===== src/sv/wbps_pkg.sv =====
`default_nettype none

package wbps_pkg;

    localparam int MAX_PATTERN = 16;
    localparam int OFFSET_BITS = 32;
    localparam int REG_BYTES   = 16;
    localparam int EFF_MAX     = (MAX_PATTERN < REG_BYTES) ? MAX_PATTERN : REG_BYTES;
    localparam int LEN_W       = $clog2(MAX_PATTERN + 1);
    localparam int CFG_LEN_W   = 5;
    localparam int OFF_OUT_W   = 32;
    localparam int APB_DW      = 64;
    localparam int APB_AW      = 5;

    typedef enum logic [1:0] {
        REG_PAT_LOW,
        REG_PAT_HIGH,
        REG_PAT_LEN,
        REG_WILDCARD
    } t_reg_idx;

    typedef struct packed {
        logic [7:0] data_byte;
        logic       last_byte;
    } t_in_word;

    typedef struct packed {
        logic                 found;
        logic [OFF_OUT_W-1:0] match_offset;
    } t_out_word;

endpackage

`default_nettype wire


===== src/sv/wbps_cell.sv =====
`default_nettype none

// One window position: holds a byte, passes it on, and checks the byte that
// arrives this cycle against its pattern byte (a wildcard or inactive cell always hits).
module wbps_cell
    import wbps_pkg::*;
(
    input  wire logic       i_clk,
    input  wire logic       i_shift,
    input  wire logic [7:0] i_byte,
    input  wire logic [7:0] i_pat,
    input  wire logic [7:0] i_wild,
    input  wire logic       i_active,
    output logic      [7:0] o_byte,
    output logic            o_hit
);

    logic [7:0] r_byte;

    always_ff @(posedge i_clk) begin
        if (i_shift) begin
            r_byte <= i_byte;
        end
    end

    assign o_byte = r_byte;
    assign o_hit  = !i_active || (i_pat == i_wild) || (i_byte == i_pat);

endmodule

`default_nettype wire


===== src/sv/wildcard_byte_pattern_search.sv =====
// Wildcard byte pattern search.
// Input channel (i_in_valid / o_in_stall / i_in_word): one byte of a memory
// region per word, last_byte set on the region's final byte.
// Output channel (o_out_valid / i_out_stall / o_out_word): at most one word per
// region: found = 1 with the match start offset on the first match, or
// found = 0, offset 0, at the last byte when nothing matched.
// Configuration through the APB port: pattern bytes at 0x00 and 0x08, length
// at 0x10, wildcard value at 0x18; pready is tied high.
// Throughput is one byte per cycle while o_in_stall is low: the window is a
// chain of byte cells that all compare in parallel in the cycle a byte is taken.
// A result is registered: it is in the output register the cycle after the
// byte that causes it is accepted.
// While a result waits in the output register and the receiver stalls,
// o_in_stall is high; in the cycle the result is taken, a new byte can be taken too.
// Reset clears the registers, the byte count and the output valid flag; the
// block takes bytes as soon as reset is released.
`default_nettype none

module wildcard_byte_pattern_search
    import wbps_pkg::*;
(
    input  wire logic              i_clk,
    input  wire logic              i_rst_n,
    input  wire logic              i_in_valid,
    output logic                   o_in_stall,
    input  wire t_in_word          i_in_word,
    output logic                   o_out_valid,
    input  wire logic              i_out_stall,
    output t_out_word              o_out_word,
    input  wire logic              psel,
    input  wire logic              penable,
    input  wire logic              pwrite,
    input  wire logic [APB_AW-1:0] paddr,
    input  wire logic [APB_DW-1:0] pwdata,
    output logic      [APB_DW-1:0] prdata,
    output logic                   pready
);

    logic [63:0]            r_pat_low;
    logic [63:0]            r_pat_high;
    logic [CFG_LEN_W-1:0]   r_pat_len;
    logic [7:0]             r_wild;
    logic [OFFSET_BITS-1:0] r_cnt;
    logic                   r_reported;
    logic                   r_out_valid;
    t_out_word              r_out_word;

    logic [OFFSET_BITS-1:0] n_cnt;
    logic                   n_reported;
    logic                   n_out_valid;
    t_out_word              n_out_word;

    t_reg_idx                 reg_idx;
    logic                     cfg_wr;
    logic                     accept;
    logic                     shift;
    logic [LEN_W-1:0]         eff_len;
    logic [LEN_W-1:0]         len_gap;
    logic [127:0]             pattern;
    logic [MAX_PATTERN*8-1:0] pat_rev;
    logic [MAX_PATTERN*8-1:0] pat_aligned;
    logic [OFFSET_BITS-1:0]   cnt_inc;
    logic [OFFSET_BITS-1:0]   offset;
    logic                     hit;
    logic [MAX_PATTERN-1:0]   cell_hit;
    logic [7:0]               win [MAX_PATTERN];

    // ---------------- configuration port ----------------
    assign pready  = 1'b1;
    assign reg_idx = t_reg_idx'(paddr[APB_AW-1:3]);
    assign cfg_wr  = psel && penable && pwrite && pready;

    always_comb begin
        unique case (reg_idx)
            REG_PAT_LOW:  prdata = r_pat_low;
            REG_PAT_HIGH: prdata = r_pat_high;
            REG_PAT_LEN:  prdata = APB_DW'(r_pat_len);
            REG_WILDCARD: prdata = APB_DW'(r_wild);
            default:      prdata = '0;
        endcase
    end

    // ---------------- pattern alignment ----------------
    // Cell k checks the byte k positions back; it must see pattern byte len-1-k.
    // Reverse the pattern, then shift it down by the unused length.
    assign pattern = {r_pat_high, r_pat_low};
    assign eff_len = (r_pat_len > CFG_LEN_W'(EFF_MAX)) ? LEN_W'(EFF_MAX)
                                                        : LEN_W'(r_pat_len);
    assign len_gap = LEN_W'(EFF_MAX) - eff_len;

    for (genvar j = 0; j < MAX_PATTERN; j++) begin : g_rev
        if (j < EFF_MAX) begin : g_used
            assign pat_rev[8*j +: 8] = pattern[8*(EFF_MAX-1-j) +: 8];
        end else begin : g_unused
            assign pat_rev[8*j +: 8] = 8'h00;
        end
    end

    assign pat_aligned = pat_rev >> {len_gap, 3'b000};

    // ---------------- window cells ----------------
    assign accept = i_in_valid && !o_in_stall;
    assign shift  = accept && !r_reported;

    for (genvar k = 0; k < MAX_PATTERN; k++) begin : g_cell
        logic [7:0] cell_in;
        if (k == 0) begin : g_head
            assign cell_in = i_in_word.data_byte;
        end else begin : g_body
            assign cell_in = win[k-1];
        end
        wbps_cell u_cell (
            .i_clk    (i_clk),
            .i_shift  (shift),
            .i_byte   (cell_in),
            .i_pat    (pat_aligned[8*k +: 8]),
            .i_wild   (r_wild),
            .i_active (LEN_W'(k) < eff_len),
            .o_byte   (win[k]),
            .o_hit    (cell_hit[k])
        );
    end

    // ---------------- count, match and result ----------------
    assign cnt_inc = (r_cnt == '1) ? r_cnt : r_cnt + 1'b1;
    assign hit     = (&cell_hit) && (cnt_inc >= OFFSET_BITS'(eff_len));
    assign offset  = (eff_len == '0) ? '0 : cnt_inc - OFFSET_BITS'(eff_len);

    always_comb begin
        n_cnt       = r_cnt;
        n_reported  = r_reported;
        n_out_valid = r_out_valid && i_out_stall;
        n_out_word  = r_out_word;
        if (accept) begin
            if (r_reported) begin
                if (i_in_word.last_byte) begin
                    n_cnt      = '0;
                    n_reported = 1'b0;
                end
            end else if (hit) begin
                n_out_valid             = 1'b1;
                n_out_word.found        = 1'b1;
                n_out_word.match_offset = OFF_OUT_W'(offset);
                n_cnt                   = i_in_word.last_byte ? '0 : cnt_inc;
                n_reported              = !i_in_word.last_byte;
            end else if (i_in_word.last_byte) begin
                n_out_valid             = 1'b1;
                n_out_word.found        = 1'b0;
                n_out_word.match_offset = '0;
                n_cnt                   = '0;
            end else begin
                n_cnt = cnt_inc;
            end
        end
    end

    always_ff @(posedge i_clk) begin
        if (!i_rst_n) begin
            r_pat_low   <= '0;
            r_pat_high  <= '0;
            r_pat_len   <= '0;
            r_wild      <= '0;
            r_cnt       <= '0;
            r_reported  <= 1'b0;
            r_out_valid <= 1'b0;
        end else begin
            r_cnt       <= n_cnt;
            r_reported  <= n_reported;
            r_out_valid <= n_out_valid;
            if (cfg_wr) begin
                unique case (reg_idx)
                    REG_PAT_LOW:  r_pat_low  <= pwdata[63:0];
                    REG_PAT_HIGH: r_pat_high <= pwdata[63:0];
                    REG_PAT_LEN:  r_pat_len  <= pwdata[CFG_LEN_W-1:0];
                    REG_WILDCARD: r_wild     <= pwdata[7:0];
                    default:      ;
                endcase
            end
        end
    end

    always_ff @(posedge i_clk) begin
        r_out_word <= n_out_word;
    end

    assign o_in_stall  = r_out_valid && i_out_stall;
    assign o_out_valid = r_out_valid;
    assign o_out_word  = r_out_word;

endmodule

`default_nettype wire


===== config.mk =====
export PLATFORM = sky130hd
export DESIGN_NAME = wildcard_byte_pattern_search
export DESIGN_NICKNAME = d
export VERILOG_FILES = /design/src/sv/wbps_pkg.sv /design/src/sv/wbps_cell.sv /design/src/sv/wildcard_byte_pattern_search.sv
export SDC_FILE = /design/constraint.sdc
export NUM_CORES = 1
export LEC_CHECK = 0
export ABC_AREA = 0
export BUFFER_PORTS_ARGS = -buffer_cell sky130_fd_sc_hd__clkbuf_2
export CORE_ASPECT_RATIO = 0.5
export CORE_MARGIN = 3
export CORE_UTILIZATION = 53
export CTS_CLUSTER_DIAMETER = 120
export CTS_CLUSTER_SIZE = 8
export DETAILED_ROUTE_END_ITERATION = 6
export PLACE_DENSITY = 0.71
export SETUP_SLACK_MARGIN = 0.02
export SLEW_MARGIN = 20
export SYNTH_ARGS = -nofsm -noshare
export SYNTH_HDL_FRONTEND = slang
export SYNTH_HIERARCHICAL = 1
export SYNTH_SLANG_ARGS = --single-unit

===== constraint.sdc =====
create_clock -name i_clk -period 25.8 [get_ports i_clk]
set_input_delay 1.29 -clock i_clk [delete_from_list [all_inputs] [get_ports i_clk]]
set_output_delay 1.29 -clock i_clk [all_outputs]
set_load 0.005 [all_outputs]

Word level (Yosys, flattened, before mapping)
Cells that the tools add are included.
Storage, ports and cells
  register bits after elaboration: 328
  input port bits: 85
  output and inout port bits: 100
  logic and storage cells: 167
Cells by class
  add/subtract/negate cells: 3
  $lt $le $gt $ge: 18
  equality and inequality tests: 37
  shift operators: 1
  mux-type cells: 16
  bitwise gates (word level): 1
  reductions and logical operators: 67
Operators by type and width (number)
  $eq 8x8->1: 32
  $pmux 64 s4: 1
  $mux 32: 6
  $shr 128x8->128: 1
  $lt 4x5->1 const A: 8
  $mux 33: 1
  $add 32x1->32 const B: 1
  $eq 32x32->1 const B: 1
  $ge 32x5->1: 1
  $logic_or 1x1->1: 32
  $sub 32x5->32: 1
  $lt 3x5->1 const A: 4
  $logic_not 1->1: 19
  $reduce_and 16->1: 1
  $lt 1x5->1 const A: 2
  $lt 2x5->1 const A: 2
  $reduce_and 2->1: 5
  $mux 1: 7
  $logic_and 1x1->1: 6
  $gt 5x5->1 const B: 1
  $logic_not 5->1: 1
  $mux 5: 1
  $sub 5x5->5 const A: 1
  $eq 2x2->1 const B: 2
  6 further kinds: 6

Depth between registers and ports, before layout
Gate-level depths: netlist of run 1.
  depth in word-level cells: 12
  depth in mapped cells: 24
  gate-level depth less buffers: 17

Hierarchy
Netlist of run 1, hierarchy kept.
Modules (own cells, without submodules)
  wildcard_byte_pattern_search: times used 1, cells each 2084, area each 16031.6 µm², seq. area each 4494.3 µm²
  wbps_cell: times used 16, cells each 30, area each 421.7 µm², seq. area each 240.2 µm²

Worst setup path before layout of run 1
Ideal clock, no wire load.
  kind: input-to-reg
  from: input i_out_stall
  to: register r_out_word (netlist bit o_out_word[0]), enable pin
  setup time: 0.435 ns
  data arrival time: 9.138 ns
  data required time: 25.365 ns
  setup slack: 16.226 ns
  stages: 5
  path buffers: 0
  cell sequence: nand2_1 nand2_1 nor2_1 inv_1 o22ai_1
On the way
  longest elaborated chain between the ends: 4
Ends and longest elaborated chain
  from (decl): line wildcard_byte_pattern_search.sv:28  | input wire logic i_out_stall,
  $logic_and 1x1->1: line wildcard_byte_pattern_search.sv:186  | assign o_in_stall = r_out_valid && i_out_stall;
  $logic_not 1->1: line wildcard_byte_pattern_search.sv:102  | assign accept = i_in_valid && !o_in_stall;
  $logic_and 1x1->1: line wildcard_byte_pattern_search.sv:102
  $reduce_and 3->1 (no source line)
  to (signal assigned): line wildcard_byte_pattern_search.sv:183  | r_out_word <= n_out_word;
  to (decl): line wildcard_byte_pattern_search.sv:46  | t_out_word r_out_word;
No other way between the ends.
A chain may end at the register's enable or synchronous reset.

Final worst setup path of run 1
  from: register r_pat_len[4]
  to: register r_out_word (netlist bit o_out_word[29]), enable pin
On the way
  longest elaborated chain between the ends: 11
  elaborated cells on any way between the ends: 105
  classes of those cells: add/sub (1); order compare (18); eq/ne (32); shift (1); mux (1); reduce/logical (52)
Ends and longest elaborated chain
  from (decl): line wildcard_byte_pattern_search.sv:41  | logic [CFG_LEN_W-1:0] r_pat_len;
  from (signal assigned): line wildcard_byte_pattern_search.sv:174  | REG_PAT_LEN: r_pat_len <= pwdata[CFG_LEN_W-1:0];
  $gt 5x5->1: line wildcard_byte_pattern_search.sv:87  | assign eff_len = (r_pat_len > CFG_LEN_W'(EFF_MAX)) ? LEN_W'(EFF_MAX)
  $mux 5 *: line wildcard_byte_pattern_search.sv:87
  $sub 5x5->5 *: line wildcard_byte_pattern_search.sv:89  | assign len_gap = LEN_W'(EFF_MAX) - eff_len;
  $shr 128x8->128 *: line wildcard_byte_pattern_search.sv:99  | assign pat_aligned = pat_rev >> {len_gap, 3'b000};
  via pat_aligned[62]: line wildcard_byte_pattern_search.sv:61  | logic [MAX_PATTERN*8-1:0] pat_aligned;
  $eq 8x8->1: line wbps_cell.sv:27  | assign o_hit = !i_active || (i_pat == i_wild) || (i_byte == i_pat);
  $logic_or 1x1->1: line wbps_cell.sv:27
  $logic_or 1x1->1 *: line wbps_cell.sv:27
  via cell_hit[7]: line wildcard_byte_pattern_search.sv:65  | logic [MAX_PATTERN-1:0] cell_hit;
  $reduce_and 16->1 *: line wildcard_byte_pattern_search.sv:126  | assign hit = (&cell_hit) && (cnt_inc >= OFFSET_BITS'(eff_len));
  $logic_and 1x1->1 *: line wildcard_byte_pattern_search.sv:126
  $reduce_bool 2->1 (no source line) *
  $reduce_and 3->1 (no source line) *
The timed path passes the listed nets; every way through them passes the cells marked *.

==> results.py, run 1 <==
metrics = {
    "yosys": {
        "synth_warnings": 6,
        "syn_nets": 2650,
        "synthesis.area_um2": 22500,
        "avgSynthCellArea_um2": 8.82,
        "syn_inst": 2556,
    },
    "cts": {
        "clk_path_buf_depth": 3,
        "numCtsBuffers": 46,
        "hold_buffers": 0,
        "post_cts_buffers": 0,
        "h-tree-depth": 2,
        "cts_tree": "built",
        "root_buffer": "clkbuf_16",
        "clkSinkCount": 328,
        "post_cts_resized": 0,
        "clock_latency_ns": 0.56,
        "path_clk_slew_ns": 0.05,
    },
    "routing": {
        "drt-total-wl_mm": 79.9,
        "wl_per_cell_um": 24.7,
        "firstDrtPassIters": 6,
        "ant_nets": 0,
        "vias": 20100,
        "drt_iter0_markers": 2535,
        "drc": 0,
        "via_per_inst": 6.21,
    },
    "critical_path": {
        "crit_required_ns": 26.06,
        "crit_end": "o_out_word[29]",
        "cp-startpoint": "r_pat_len[4]",
        "reg2reg_depth": 19,
        "r2r_start": "r_pat_len[4]",
        "critPathLaunchType": "flip-flop",
        "r2r_slack_ns": 18.11,
        "arrival_ns": 7.95,
        "setup.worst_path.class": "reg -> reg",
        "cp_max_fo": 40,
        "cp-end-kind": "flip-flop",
        "rr_endpoint": "o_out_word[29]",
    },
    "sta": {
        "hold_viol": 0,
        "post-route-period-util_pct": 29.8,
        "drv_slew": 0,
        "fin_crit_ns": 7.69,
        "slew_headroom_pct": 21.3,
        "tightest_slew_ns": 1.18,
        "final-setup-viol-count": 0,
        "worst_hold_slack_ns": 0.464,
        "rsz0062_at_grt": "false",
        "max_freq_ghz": 0.130,
        "skew_ns": 0.0161,
        "setup_tns_ns": 0,
    },
    "power_and_ir_drop": {
        "power_uw": 1310,
        "leakagePower_uw": 0.00930,
        "p_per_area_nw_per_um2": 52.4,
        "irDropWorstVdd_v": 0.0000424,
    },
    "layout": {
        "final_area_um2": 25100,
        "antenna_cells": 0,
        "post-route-util_pct": 60.9,
        "area_delta_synth_final_pct": 11.2,
        "fill_cells": 3651,
        "final_layout_size_suffix_gt1_share_pct": 14.2,
        "fin_nets": 2738,
    },
    "floorplan": {
        "start_util_pct": 54.7,
        "core_area_um2": 41200,
        "ios": 185,
        "rows": 52,
        "die_w_um": 298,
        "die_area_um2": 45200,
        "die_h_um": 152,
    },
    "global_routing": {
        "first_global_vias": 18600,
        "grt_pass1_wl_mm": 119,
        "grt_usage_pct": 34.2,
        "antenna_found_initial": 1,
        "grt_max_degree": 122,
        "overflow": 0,
    },
    "run_status": {
        "outcome": "completed",
    },
    "placed_design": {
        "gp_congestion": 1.04,
        "place_area_um2": 23700,
        "portBuffers": 180,
        "detailed_place_hpwl_mm": 59.9,
    },
    "flow_run": {
        "maxCapViolCount": 0,
    },
    "worst_hold_path": {
        "hp-class": "reg -> reg",
    },
}
state kept, by name (all words and copies together) (netlist names):
register / flops
g_cell.u_cell/o_byte: 120
o_out_valid: 1
o_out_word: 33
r_cnt: 32
r_pat_high: 64
r_pat_len: 5
r_pat_low: 64
r_reported: 1
r_wild: 8
where the power goes:
part | total [uW] | switching (uW) | internal (uW) | leakage, uW
clock | 567 | 234 | 333 | 0.000621
sequential | 603 | 20.9 | 582 | 0.00289
combinational | 144 | 91.2 | 53.2 | 0.00579
through the flow:
stage                     std cells  setup WS [ns]
after floorplan                2556          16.59
after global placement         3161          18.28
after detailed placement       3161          18.30
after CTS                      3234          18.28
after global routing           3236          18.07
final                          3236          18.11
per-layer routing:
metal | part of all wire (%) | up-vias | global-route usage (%)
met3 | 11 | 171 | 8.60
met4 | 4.4 | 2 | 13.2
met5 | 0.011 | - | 0
li1 | - | 9205 | -
met1 | 42 | 9626 | 48.5
met2 | 42 | 1104 | 50.1
cells in the final DEF (no fill, tap or decap), types with 11 or more instances in the layout:
| master | count |
|---|---|
| edfxtp_1 | 153 |
| o211ai_2 | 16 |
| nand3_1 | 42 |
| a21oi_1 | 76 |
| clkbuf_16 | 47 |
| nor4_1 | 42 |
| a22oi_1 | 16 |
| a31oi_1 | 33 |
| nor3_2 | 11 |
| dfxtp_1 | 174 |
| and3_1 | 48 |
| mux2i_1 | 268 |
| clkbuf_1 | 24 |
| nand2_1 | 468 |
| a211oi_1 | 48 |
| a21boi_0 | 134 |
| and2_1 | 17 |
| o21ai_0 | 45 |
| nor3_1 | 37 |
| nand4_1 | 57 |
| nor2_2 | 17 |
| clkbuf_2 | 178 |
| xnor2_1 | 148 |
| buf_4 | 36 |
| nor2_1 | 153 |
| nor2b_1 | 75 |
| xor2_1 | 140 |
| inv_1 | 19 |
final cells by class:
type	instances	area, um2	share of cell area [%]
clock buffer	71	1270	5.05
clock inverter	2	32.5	0.130
inverter	20	75.1	0.300
multi-input combinational	2032	13700	54.6
sequential	328	8100	32.3
tap	567	709	2.83
timing repair buffer	216	1200	4.79
worst min path at each step:
stage / start / to / slack [ns] / cells past startpoint
5_1_grt: g_cell[4].u_cell/o_byte[0] / g_cell[5].u_cell/o_byte[0] / 0.47 / 0
3_3_place_gp: g_cell[7].u_cell/o_byte[7] / g_cell[8].u_cell/o_byte[7] / 0.45 / 0
4_1_cts: g_cell[8].u_cell/o_byte[4] / g_cell[9].u_cell/o_byte[4] / 0.47 / 0
2_1_floorplan: r_reported / r_reported / 0.44 / 2
3_5_place_dp: g_cell[4].u_cell/o_byte[6] / g_cell[5].u_cell/o_byte[6] / 0.46 / 0
6_report: g_cell[0].u_cell/o_byte[6] / g_cell[1].u_cell/o_byte[6] / 0.46 / 0
worst max-delay path, stage by stage, from the launching register on:
cell,delay [ns]
dfxtp_1,0.73
clkinv_1,0.65
nand2_1,0.68
and3_1,0.25
ha_1,0.14
buf_4,0.38
nand2_1,0.43
nor3_1,0.99
a21oi_1,0.17
a31oi_1,0.61
xor2_1,0.20
nor4_1,0.47
nand2_1,0.18
o211ai_2,0.10
nand4_1,0.12
nor4_2,0.15
buf_4,0.23
nand2_1,0.11
o22ai_4,0.49
buf_16,0.24
Power figures use the tool's default switching activity.
==> inputs of run 2 (changes only) <==
ABC_AREA = 1   (was 0)
PLACE_DENSITY = 0.74   (was 0.71)
clock period = 6.3 ns   (was 25.8 ns; I/O delays follow)
==> run 2 against run 1 <==
Design area rose by 2.5%. Routed wire length up 7.3%. Largest power group unchanged. Critical path depth increased by 8. Sequential power increased to 4.2 times the previous value. Critical endpoint is now o_out_word[4]. Sequential share of layout area decreased by 0.78 points. Hold slack lost 0.45 ns. Register-to-register slack got worse by 17 ns.
==> results.py, run 2 <==
metrics = {
    "run_status": {
        "outcome": "completed",
    },
    "layout": {
        "multi_input_area_um2": 12300,
        "largest_reg_flops": 120,
        "fin_nets": 3690,
        "final_cell_mix": "nand2_1 (1098), inv_1 (439), o21ai_0 (430), nor2_1 (296), clkbuf_2 (179)",
        "register_area_um2": 8100,
        "layout_commonest_cell": "nand2_1",
        "final_layout_size_suffix_gt1_share_pct": 10.8,
        "area_delta_synth_final_pct": 13.0,
        "layoutNonFillerInstCount": 4187,
        "fill_cells": 3858,
        "final_area_um2": 25700,
    },
    "cts": {
        "clock_latency_ns": 0.57,
        "post_cts_buffers": 0,
        "root_buffer": "clkbuf_16",
        "clk_path_buf_depth": 3,
        "post_cts_resized": 0,
        "hold_buffers": 13,
        "numCtsBuffers": 46,
        "path_clk_slew_ns": 0.05,
        "cts_tree": "built",
        "h-tree-depth": 2,
        "clkSinkCount": 328,
    },
    "floorplan": {
        "rows": 52,
        "die_w_um": 299,
        "ios": 185,
        "die_area_um2": 45600,
        "die_h_um": 152,
        "core_area_um2": 41400,
        "start_util_pct": 54.9,
    },
    "sta": {
        "setup_tns_ns": 0,
        "rsz0062_at_grt": "false",
        "hold_viol": 0,
        "max_freq_ghz": 0.176,
        "fin_crit_ns": 5.67,
        "drv_slew": 0,
        "final-setup-viol-count": 0,
        "worst_hold_slack_ns": 0.0150,
        "post-route-period-util_pct": 90.0,
        "skew_ns": 0.0270,
        "slew_headroom_pct": 23.5,
        "tightest_slew_ns": 1.14,
    },
    "power_and_ir_drop": {
        "irDropWorstVdd_v": 0.000180,
        "p_per_area_nw_per_um2": 226,
        "leakagePower_uw": 0.0107,
    },
    "global_routing": {
        "overflow": 0,
        "antenna_found_initial": 1,
        "grt_usage_pct": 36.4,
        "grt_pass1_wl_mm": 127,
        "first_global_vias": 21300,
        "grt_max_degree": 208,
    },
    "routing": {
        "ant_nets": 0,
        "drc": 0,
        "drt-total-wl_mm": 85.8,
        "vias": 23500,
        "via_per_inst": 5.62,
        "firstDrtPassIters": 6,
        "drt_iter0_markers": 2901,
        "wl_per_cell_um": 20.5,
    },
    "critical_path": {
        "setup.worst_path.class": "reg -> reg",
        "critPathLaunchType": "flip-flop",
        "crit_top_cell": "nor2_1",
        "arrival_ns": 6.05,
        "cp-startpoint": "r_pat_len[1]",
        "crit_required_ns": 6.68,
        "cp_slowest_cell": "o21ai_0",
        "cpPeakStageDelay_ns": 0.68,
        "r2r_start": "r_pat_len[1]",
        "cp-end-kind": "flip-flop",
        "cp_max_fo": 23,
    },
    "yosys": {
        "synthesis.area_um2": 22700,
        "synth_warnings": 6,
        "syn_nets": 3557,
        "avgSynthCellArea_um2": 6.56,
        "syn_inst": 3463,
    },
    "worst_hold_path": {
        "hp-start": "pwdata[33]",
        "hp-class": "in -> reg",
    },
    "placed_design": {
        "gp_congestion": 1.05,
        "dpl.cell_count": 4102,
        "detailed_place_hpwl_mm": 65.1,
        "portBuffers": 180,
        "place_area_um2": 24300,
    },
    "flow_run": {
        "maxCapViolCount": 0,
    },
}
-- run 2: worst paths after layout --
path | cells after the start | endpoint | slack (ns)
worst min-delay path | 3 | r_pat_low[33] | 0.02
worst max-delay path | 27 | o_out_word[4] | 0.63
worst max register to register | 27 | o_out_word[4] | 0.63
worst min register to register | 0 | g_cell[7].u_cell/o_byte[3] | 0.47
-- run 2: worst max-delay path: cells and delay by family (launching register included) --
family	cells	cell delay [ns]
compound gates	4	1.43
flops	1	0.56
fa+ha+maj	1	0.25
xor+xnor	1	0.22
mux	1	0.33
buf+inv	9	1.21
simple gates	11	1.43
-- run 2: cell type report --
type | instances | share of cell area, %
diodes | 1 | 0.00974
inverters | 455 | 6.68
clock buffers | 70 | 4.91
well taps | 567 | 2.76
flip-flops and latches | 328 | 31.5
clock inverters | 1 | 0.0341
repair buffers | 251 | 6.23
multi-input cells | 2514 | 47.8
-- run 2: power breakdown --
part / switching, uW / internal, uW
clock network: 952 / 1360
registers: 93.8 / 2430
logic: 666 / 316
-- run 2: metal layers --
layer / track usage [%] / vias up / share of wire, %
met1: 50.3 / 10800 / 42
li1: - / 11400 / -
met3: 8.90 / 160 / 11
met4: 12.6 / 0 / 3.6
met5: 0 / - / 0
met2: 55.8 / 1192 / 43
-- run 2: stage by stage --
stage / setup slack (ns) / utilization [%] / total power [uW]
global placement: 1.10 / 58.7 / 3480
finish: 0.630 / 62.1 / 5810
global route: 0.395 / 62.1 / 6040
detailed placement: 0.996 / 58.7 / 3510
floorplan: 1.03 / - / 3130
CTS: 0.946 / 62.0 / 5800
